$ cat config.mk
export PLATFORM = sky130hd
export DESIGN_NAME = ppq_quantize
export DESIGN_NICKNAME = d
export VERILOG_FILES = /design/src/ppq_pkg.sv /design/src/ppq_quantize.sv
export SDC_FILE = /design/constraint.sdc
export NUM_CORES = 1
export LEC_CHECK = 0
export BUFFER_PORTS_ARGS = -buffer_cell sky130_fd_sc_hd__clkbuf_2
export CELL_PAD_IN_SITES_DETAIL_PLACEMENT = 1
export CELL_PAD_IN_SITES_GLOBAL_PLACEMENT = 1
export CORE_MARGIN = 8
export CORE_UTILIZATION = 35
export DETAILED_ROUTE_END_ITERATION = 10
export PLACE_DENSITY_LB_ADDON = 0.25
export SLEW_MARGIN = 20
export SYNTH_ARGS = -nofsm -noshare
export SYNTH_HDL_FRONTEND = slang
export SYNTH_SLANG_ARGS = --single-unit
export TNS_END_PERCENT = 1
$ cat constraint.sdc
create_clock -name vclk -period 12.2
set_input_delay 1.83 -clock vclk [all_inputs]
set_output_delay 1.83 -clock vclk [all_outputs]
set_load 0.02 [all_outputs]
$ cat src/ppq_pkg.sv
package ppq_pkg;

  // Color modes
  localparam logic [1:0] MODE_BW      = 2'd0;
  localparam logic [1:0] MODE_RED     = 2'd1;
  localparam logic [1:0] MODE_YEL_RED = 2'd2;
  localparam logic [1:0] MODE_GRAY4   = 2'd3;

  // Source pixel formats; codes above SF_32BPP behave as 24 bpp.
  localparam logic [2:0] SF_4BPP  = 3'd0;
  localparam logic [2:0] SF_8BPP  = 3'd1;
  localparam logic [2:0] SF_565   = 3'd2;
  localparam logic [2:0] SF_24BPP = 3'd3;
  localparam logic [2:0] SF_32BPP = 3'd4;

  // Configuration register indexes
  localparam logic [1:0] CFG_COLOR_MODE    = 2'd0;
  localparam logic [1:0] CFG_SOURCE_FORMAT = 2'd1;
  localparam logic [1:0] CFG_USE_PALETTE   = 2'd2;

  // Input opcodes
  localparam logic OP_PAL_WRITE = 1'b0;
  localparam logic OP_CONVERT   = 1'b1;

  // Threshold constants of the color rules
  localparam logic [7:0] GRAY_LIGHT   = 8'd100;
  localparam logic [7:0] GRAY_DARK_YR = 8'd90;
  localparam logic [7:0] CHAN_DARK    = 8'd80;
  localparam logic [8:0] CHAN_MARGIN  = 9'd32;
  localparam logic [7:0] MASK_565_R   = 8'hf8;
  localparam logic [7:0] MASK_565_G   = 8'hfc;

  // Quantizer result handed to the packer.
  typedef struct packed {
    logic [1:0] code;
    logic       two_bit;
  } qres_t;

  // Gray level (r + 2g + b) / 4.
  function automatic logic [7:0] gray_level(input logic [7:0] r, input logic [7:0] g,
                                            input logic [7:0] b);
    logic [9:0] sum;
    sum = {2'b00, r} + {1'b0, g, 1'b0} + {2'b00, b};
    return sum[9:2];
  endfunction

  // True when a exceeds c by more than the color margin.
  function automatic logic exceeds(input logic [7:0] a, input logic [7:0] c);
    return {1'b0, a} > ({1'b0, c} + CHAN_MARGIN);
  endfunction

  // Black-white-red rule.
  function automatic logic [1:0] code_bwr(input logic [7:0] r, input logic [7:0] g,
                                          input logic [7:0] b);
    logic [7:0] gr;
    logic [1:0] c;
    gr = gray_level(r, g, b);
    if (r > g && r > b) begin
      if (gr < GRAY_LIGHT && r < CHAN_DARK) c = 2'd0;
      else if (exceeds(r, b) && exceeds(r, g)) c = 2'd3;
      else c = 2'd1;
    end else begin
      c = (gr >= GRAY_LIGHT) ? 2'd1 : 2'd0;
    end
    return c;
  endfunction

  // Black-white-yellow-red rule.
  function automatic logic [1:0] code_bwyr(input logic [7:0] r, input logic [7:0] g,
                                           input logic [7:0] b);
    logic [7:0] gr;
    logic [1:0] c;
    gr = gray_level(r, g, b);
    if (r > b || g > b) begin
      if (gr < GRAY_DARK_YR && r < CHAN_DARK && g < CHAN_DARK) c = 2'd0;
      else if (exceeds(r, b) && exceeds(r, g)) c = 2'd3;
      else if (exceeds(r, b) && exceeds(g, b)) c = 2'd2;
      else c = 2'd1;
    end else begin
      c = (gr >= GRAY_LIGHT) ? 2'd1 : 2'd0;
    end
    return c;
  endfunction

endpackage

$ cat src/ppq_quantize.sv
module ppq_quantize import ppq_pkg::*; (
  input  logic [23:0] pixel,
  input  logic [23:0] pal_rgb,
  input  logic        pal_ok,
  input  logic [1:0]  color_mode,
  input  logic [2:0]  source_format,
  input  logic        use_palette,
  output qres_t       res
);

  logic [7:0] r, g, b, v, gray;

  // Expand the source pixel to red, green and blue.
  always_comb begin
    v = (source_format == SF_4BPP) ? {pixel[3:0], pixel[3:0]} : pixel[7:0];
    case (source_format)
      SF_4BPP, SF_8BPP: begin
        if (use_palette) begin
          r = pal_ok ? pal_rgb[7:0]   : 8'd0;
          g = pal_ok ? pal_rgb[15:8]  : 8'd0;
          b = pal_ok ? pal_rgb[23:16] : 8'd0;
        end else begin
          r = v;
          g = v;
          b = v;
        end
      end
      SF_565: begin
        r = pixel[15:8] & MASK_565_R;
        g = pixel[10:3] & MASK_565_G;
        b = {pixel[4:0], 3'b000};
      end
      default: begin
        r = pixel[7:0];
        g = pixel[15:8];
        b = pixel[23:16];
      end
    endcase
  end

  // Reduce to a 1- or 2-bit code.
  always_comb begin
    gray = gray_level(r, g, b);
    res.two_bit = (color_mode != MODE_BW);
    case (color_mode)
      MODE_BW:    res.code = {1'b0, gray[7]};
      MODE_GRAY4: res.code = gray[7:6];
      MODE_RED:   res.code = code_bwr(r, g, b);
      default:    res.code = code_bwyr(r, g, b);
    endcase
  end

endmodule
Word-level counts from Yosys, hierarchy flattened
Index checks and enable logic that the tools add are counted.
{"block": "word_totals", "reg_bits": 0, "latch_bits": 0, "ram_bits": 0, "mem_bits_ro": 0, "in_bits": 55, "wordCells": 49, "mem_count": 0}
{"block": "classes", "n_addsub": 4, "mul": 0, "div_mod_pow": 0, "order_cmp": 11, "eq_ne": 4, "n_shift": 0, "n_mux": 19, "bitwise_logic": 0, "n_reduce_logical": 11}
{"op": "8-bit 2-to-1 mux", "count": 7}
{"op": "8-bit one-hot mux with 2 select lines", "count": 3}
{"op": "8-bit by 7-bit < comparator with 1-bit output (second input constant)", "count": 4}
{"op": "8-bit by 9-bit > comparator with 1-bit output", "count": 3}
{"op": "8-bit > comparator", "count": 3}
{"op": "8-bit by 6-bit adder with 9-bit output (second input constant)", "count": 2}
{"op": "2-bit 2-to-1 mux", "count": 7}
{"op": "10-bit by 8-bit adder with 10-bit output", "count": 1}
{"op": "8-bit by 9-bit adder with 10-bit output", "count": 1}
{"op": "8-bit by 7-bit >= comparator with 1-bit output (second input constant)", "count": 1}
{"op": "1-bit logical AND", "count": 6}
{"op": "2-bit one-hot mux with 3 select lines", "count": 1}
{"op": "3-bit by 1-bit equality test with 1-bit output (second input constant)", "count": 1}
{"op": "3-bit by 2-bit equality test with 1-bit output (second input constant)", "count": 1}
{"op": "3-bit zero test", "count": 1}
{"op": "2-bit by 1-bit equality test with 1-bit output (second input constant)", "count": 1}
{"op": "2-bit equality test (second input constant)", "count": 1}
{"op": "2-bit zero test", "count": 1}
{"op": "2-bit nonzero test", "count": 1}
{"op": "2-bit OR reduction", "count": 1}
{"op": "1-bit logical OR", "count": 1}
{"op": "1-bit 2-to-1 mux", "count": 1}

Depth between registers and ports, before layout
{"block": "logic_depth", "depth_word": 12, "ltp_mapped": 18, "mapped_depth_nobuf": 16}

Worst setup path after synthesis
Ideal clock, no wire load.
{"block": "synth_path", "path_kind": "input-to-output", "startpoint": "in source_format[1]", "endpoint": "out res[2] (netlist bit)", "arrival_time_ns": 5.487, "t_required_ns": 10.370, "slack_ns": 4.883, "cell_stages": 16, "n_path_buf": 1, "cell_sequence": "clkbuf_1 -> nor2_2 -> o21ai_2 -> o221ai_1 -> inv_1 -> fa_1 -> inv_1 -> ha_1 -> a21o_1 -> a21oi_1 -> o21ai_1 -> a31oi_1 -> nand3_2 -> a2111oi_4 -> o32ai_1 -> a32o_1"}
{"element": "from (decl)", "line_no": "ppq_quantize.sv:6", "rtl": "input logic [2:0] source_format,"}
{"element": "to (decl)", "line_no": "ppq_quantize.sv:8", "rtl": "output qres_t res"}

==> results.txt <==
----------------------------------------------------
[CTS]
  Post-CTS setup buffer count ... 0
  Post-cts gate resize count ... 0
  Hold-fix buffer count after cts ... 0

[Floorplan]
  Die ar. ... 10200 µm²
  Initial standard-cell utilization of the core ... 35.5%
  Ports placed on the boundary ... 58
  Row count ... 31
  Floorplan core area ... 7100 µm²
  Floorplan die width ... 101 µm
  DIE HEIGHT ... 101 µm

[Global route]
  Number of global-route vias before repair ... 2883
  Total global-route track usage ... 16.8%
  Maximum number of pins on one net before global-route repair ... 29
  First-pass GRT wire length ... 14.1 mm
  Final global-route overflow total ... 0
  Antenna violations before repair ... 0

[Cells and area]
  Number of fillers in the final layout ... 924
  Share of post-route cells with drive strength above 1 ... 19.7%
  Total Nets Final ... 499
  Count of flip-flops and latches ... 0
  Antenna Diode Count ... 0
  Number of clock buffers in the layout ... 0
  Layout-stage area growth over the synthesis result ... 13.8%
  Area occupied by registers ... 0 µm²

[Routing]
  Detail Route Antenna Nets ... 0
  Total DRC errors in the routed layout ... 0
  TritonRoute pass-1 iters ... 4
  Routed wire length per instance ... 17.7 µm
  Wire length reported by the detailed router ... 8.57 mm
  Via count ... 2687
  Via-to-Cell Ratio ... 5.55
  DRT iter0 DRCs ... 111

[Critical path]
  Kind of critical path ... in2out
  Crit path capture type ... output port
  Startpoint type of the worst setup path ... input port
  Required time worst endpoint ... 10.37 ns
  Data arrival time of the critical path ... 6.70 ns
  Biggest fanout along the worst timing path ... 26

[Timing]
  Min Tclk post-route ... 8.53 ns
  Worst slew slack as a fraction of its limit ... 37.3%
  Max Freq ... 117 MHz
  Unrepaired setup endpoints after global routing ... false
  Slew of the pin with the lowest slew margin ... 0.940 ns
  TNS Setup ... 0 ns
  Post-layout worst setup margin ... 3.67 ns
  Tightest hold margin ... 4.10 ns
  Final Max Tran Viols ... 0
  Period utilisation layout ... 69.9%
  Setup violations, final ... 0
  Endpoints failing hold ... 0

[Logic synthesis]
  Net count of the mapped netlist ... 452
  Distinct cell type count after synthesis ... 65
  Cell area after synthesis ... 2520 µm²
  Cells after Synth ... 340
  Yosys Warn Count ... 0
  Post-Syn Area per Cell ... 7.41 µm²
  Sequential-to-total area share from yosys stat ... 0%

[Power and ir drop]
  Portion of total power attributed to combinational logic ... 100.0%
  Leak Pwr ... 1.39 nW
  Cell-internal power ... 0.0962 mW
  Peak supply drop ... 0.0258 mV
  Sequential share of power ... 0%
  Power density relative to cell area ... 81.4 nW/µm²
  Clk pwr share ... 0%
  Switching component of the power ... 0.137 mW
  Switching share of total power ... 58.8%

[Flow run]
  Max_cap viols ... 0

[Placed design]
  IO Port Bufs ... 58
  Final HPWL DP ... 7.37 mm
  Pre-CTS setup slack ... 3.77 ns
  Final Wtd Congestion ... 0.877

[Status]
  Result of the run ... completed

[Min path]
  Min-delay worst type ... in2out

----------------------------------------------------
==> critical path, stage by stage <==
cell and delay, ns:
sky130_fd_sc_hd__clkbuf_2 0.32, sky130_fd_sc_hd__nor2_1 0.73, sky130_fd_sc_hd__a22oi_1 0.16, sky130_fd_sc_hd__o221ai_1 0.59
sky130_fd_sc_hd__inv_1 0.15, sky130_fd_sc_hd__fa_1 0.56, sky130_fd_sc_hd__inv_1 0.05, sky130_fd_sc_hd__ha_1 0.37
sky130_fd_sc_hd__a21o_1 0.19, sky130_fd_sc_hd__a21oi_1 0.22, sky130_fd_sc_hd__o21ai_1 0.14, sky130_fd_sc_hd__a31oi_1 0.31
sky130_fd_sc_hd__nand3_2 0.16, sky130_fd_sc_hd__a2111oi_4 0.39, sky130_fd_sc_hd__o32ai_1 0.13, sky130_fd_sc_hd__a32o_1 0.24
sky130_fd_sc_hd__clkbuf_2 0.15
==> synthesized netlist by cell type (2+ instances only) <==
master | instances | share of area [%]
sky130_fd_sc_hd__o32ai_1 | 2 | 0.70
sky130_fd_sc_hd__nand2b_1 | 3 | 0.75
sky130_fd_sc_hd__nand3_1 | 8 | 1.6
sky130_fd_sc_hd__a22oi_1 | 4 | 1.2
sky130_fd_sc_hd__o221ai_1 | 4 | 1.4
sky130_fd_sc_hd__nor3b_1 | 4 | 1.2
sky130_fd_sc_hd__clkbuf_1 | 7 | 1.0
sky130_fd_sc_hd__a31oi_1 | 3 | 0.75
sky130_fd_sc_hd__a221o_1 | 5 | 2.0
sky130_fd_sc_hd__ha_1 | 49 | 24
sky130_fd_sc_hd__nor2_1 | 15 | 2.2
sky130_fd_sc_hd__a21oi_1 | 21 | 4.2
sky130_fd_sc_hd__a22o_1 | 7 | 2.4
sky130_fd_sc_hd__nand4b_1 | 2 | 0.70
sky130_fd_sc_hd__o21ai_0 | 18 | 3.6
sky130_fd_sc_hd__o21ai_2 | 4 | 1.4
sky130_fd_sc_hd__nand4_1 | 2 | 0.50
sky130_fd_sc_hd__inv_1 | 35 | 5.2
sky130_fd_sc_hd__nand2_1 | 37 | 5.5
sky130_fd_sc_hd__o22ai_1 | 4 | 0.99
sky130_fd_sc_hd__a21o_1 | 6 | 1.8
sky130_fd_sc_hd__a21boi_0 | 7 | 2.1
sky130_fd_sc_hd__o211ai_1 | 2 | 0.60
sky130_fd_sc_hd__nor3_1 | 8 | 1.6
sky130_fd_sc_hd__xor2_1 | 2 | 0.70
sky130_fd_sc_hd__and3_1 | 2 | 0.50
sky130_fd_sc_hd__buf_6 | 2 | 0.89
sky130_fd_sc_hd__o2111ai_1 | 2 | 0.70
sky130_fd_sc_hd__xnor2_1 | 4 | 1.4
sky130_fd_sc_hd__a32o_1 | 3 | 1.2
sky130_fd_sc_hd__a221oi_1 | 5 | 1.7
sky130_fd_sc_hd__buf_2 | 3 | 0.60
sky130_fd_sc_hd__nand3b_1 | 3 | 0.89
sky130_fd_sc_hd__o21ai_1 | 3 | 0.60
sky130_fd_sc_hd__o21a_1 | 4 | 1.2
sky130_fd_sc_hd__fa_1 | 8 | 6.4
sky130_fd_sc_hd__a221oi_2 | 4 | 2.4
sky130_fd_sc_hd__mux2_4 | 3 | 1.8
sky130_fd_sc_hd__a2111oi_0 | 3 | 1.0
sky130_fd_sc_hd__nor2b_1 | 7 | 1.7
==> power by group through the flow <==
stage | clock, mW | combinational [mW] | sequential, mW
global placement | 0 | 0.226 | 0
CTS | 0 | 0.235 | 0
finish | 0 | 0.233 | 0
floorplan | 0 | 0.174 | 0
detailed placement | 0 | 0.233 | 0
global route | 0 | 0.263 | 0
==> layout by cell type, fill, tap and decap left out, types with 3 or more instances in the layout <==
cell / n
sky130_fd_sc_hd__nor2_1: 15
sky130_fd_sc_hd__a21o_1: 6
sky130_fd_sc_hd__nand3_1: 8
sky130_fd_sc_hd__a21oi_1: 21
sky130_fd_sc_hd__ha_1: 49
sky130_fd_sc_hd__o21ai_0: 18
sky130_fd_sc_hd__a2111oi_0: 3
sky130_fd_sc_hd__a221oi_1: 5
sky130_fd_sc_hd__a21boi_0: 7
sky130_fd_sc_hd__nor3b_1: 4
sky130_fd_sc_hd__nand2_1: 37
sky130_fd_sc_hd__a22oi_1: 4
sky130_fd_sc_hd__a22o_1: 7
sky130_fd_sc_hd__clkbuf_2: 58
sky130_fd_sc_hd__xnor2_1: 4
sky130_fd_sc_hd__a221o_1: 5
sky130_fd_sc_hd__nor2b_1: 7
sky130_fd_sc_hd__o21a_1: 4
sky130_fd_sc_hd__a221oi_2: 4
sky130_fd_sc_hd__nor3_1: 8
sky130_fd_sc_hd__o22ai_1: 4
sky130_fd_sc_hd__o221ai_1: 4
sky130_fd_sc_hd__o21ai_2: 4
sky130_fd_sc_hd__a31oi_1: 3
sky130_fd_sc_hd__a32o_1: 3
sky130_fd_sc_hd__fa_1: 8
sky130_fd_sc_hd__inv_1: 35
sky130_fd_sc_hd__o21ai_1: 3
sky130_fd_sc_hd__mux2_4: 3
sky130_fd_sc_hd__nand3b_1: 3
sky130_fd_sc_hd__nand2b_1: 3
==> per-layer routing <==
layer | GRT usage [%] | share of wire, %
met5 | 0 | 0
met4 | 1.16 | 0.72
met3 | 2.28 | 4.3
met2 | 29.9 | 47
met1 | 21.6 | 48
==> metrics by stage <==
step | power (mW) | util (%) | cell area [µm²] | std cells
2_1_floorplan | 0.174 | - | 2520 | 340
3_3_place_gp | 0.226 | 40.4 | 2870 | 484
3_5_place_dp | 0.233 | 40.4 | 2870 | 484
4_1_cts | 0.235 | 40.4 | 2870 | 484
5_1_grt | 0.263 | 40.4 | 2870 | 484
6_report | 0.233 | 40.4 | 2870 | 484
==> path summary, 6_finish.rpt <==
check,startpoint,endpoint,slack [ns],cells after the start
setup / recovery,source_format[0],res[2],3.67,17
hold / removal,color_mode[0],res[0],4.10,3
==> area by class of cell <==
cell class,count,area [µm²],share of cell area (%)
multi-input combinational,290,2310,80.6
timing repair buffer,59,298,10.4
tap,99,124,4.32
inverter,36,135,4.72
==> cell families (layout without fill, tap and decap cells) <==
| family | after synthesis | after routing | synth area share [%] |
|---|---|---|---|
| AOI/OAI and AO/OA | 120 | 120 | 35.8 |
| xor gates and xnor gates | 6 | 6 | 2.09 |
| adders and majority gates | 57 | 57 | 30.7 |
| buffers and inverters | 50 | 95 | 8.35 |
| muxes | 5 | 5 | 2.63 |
| and+or+nand+nor | 102 | 102 | 20.5 |
Power figures use the tool's default switching activity.
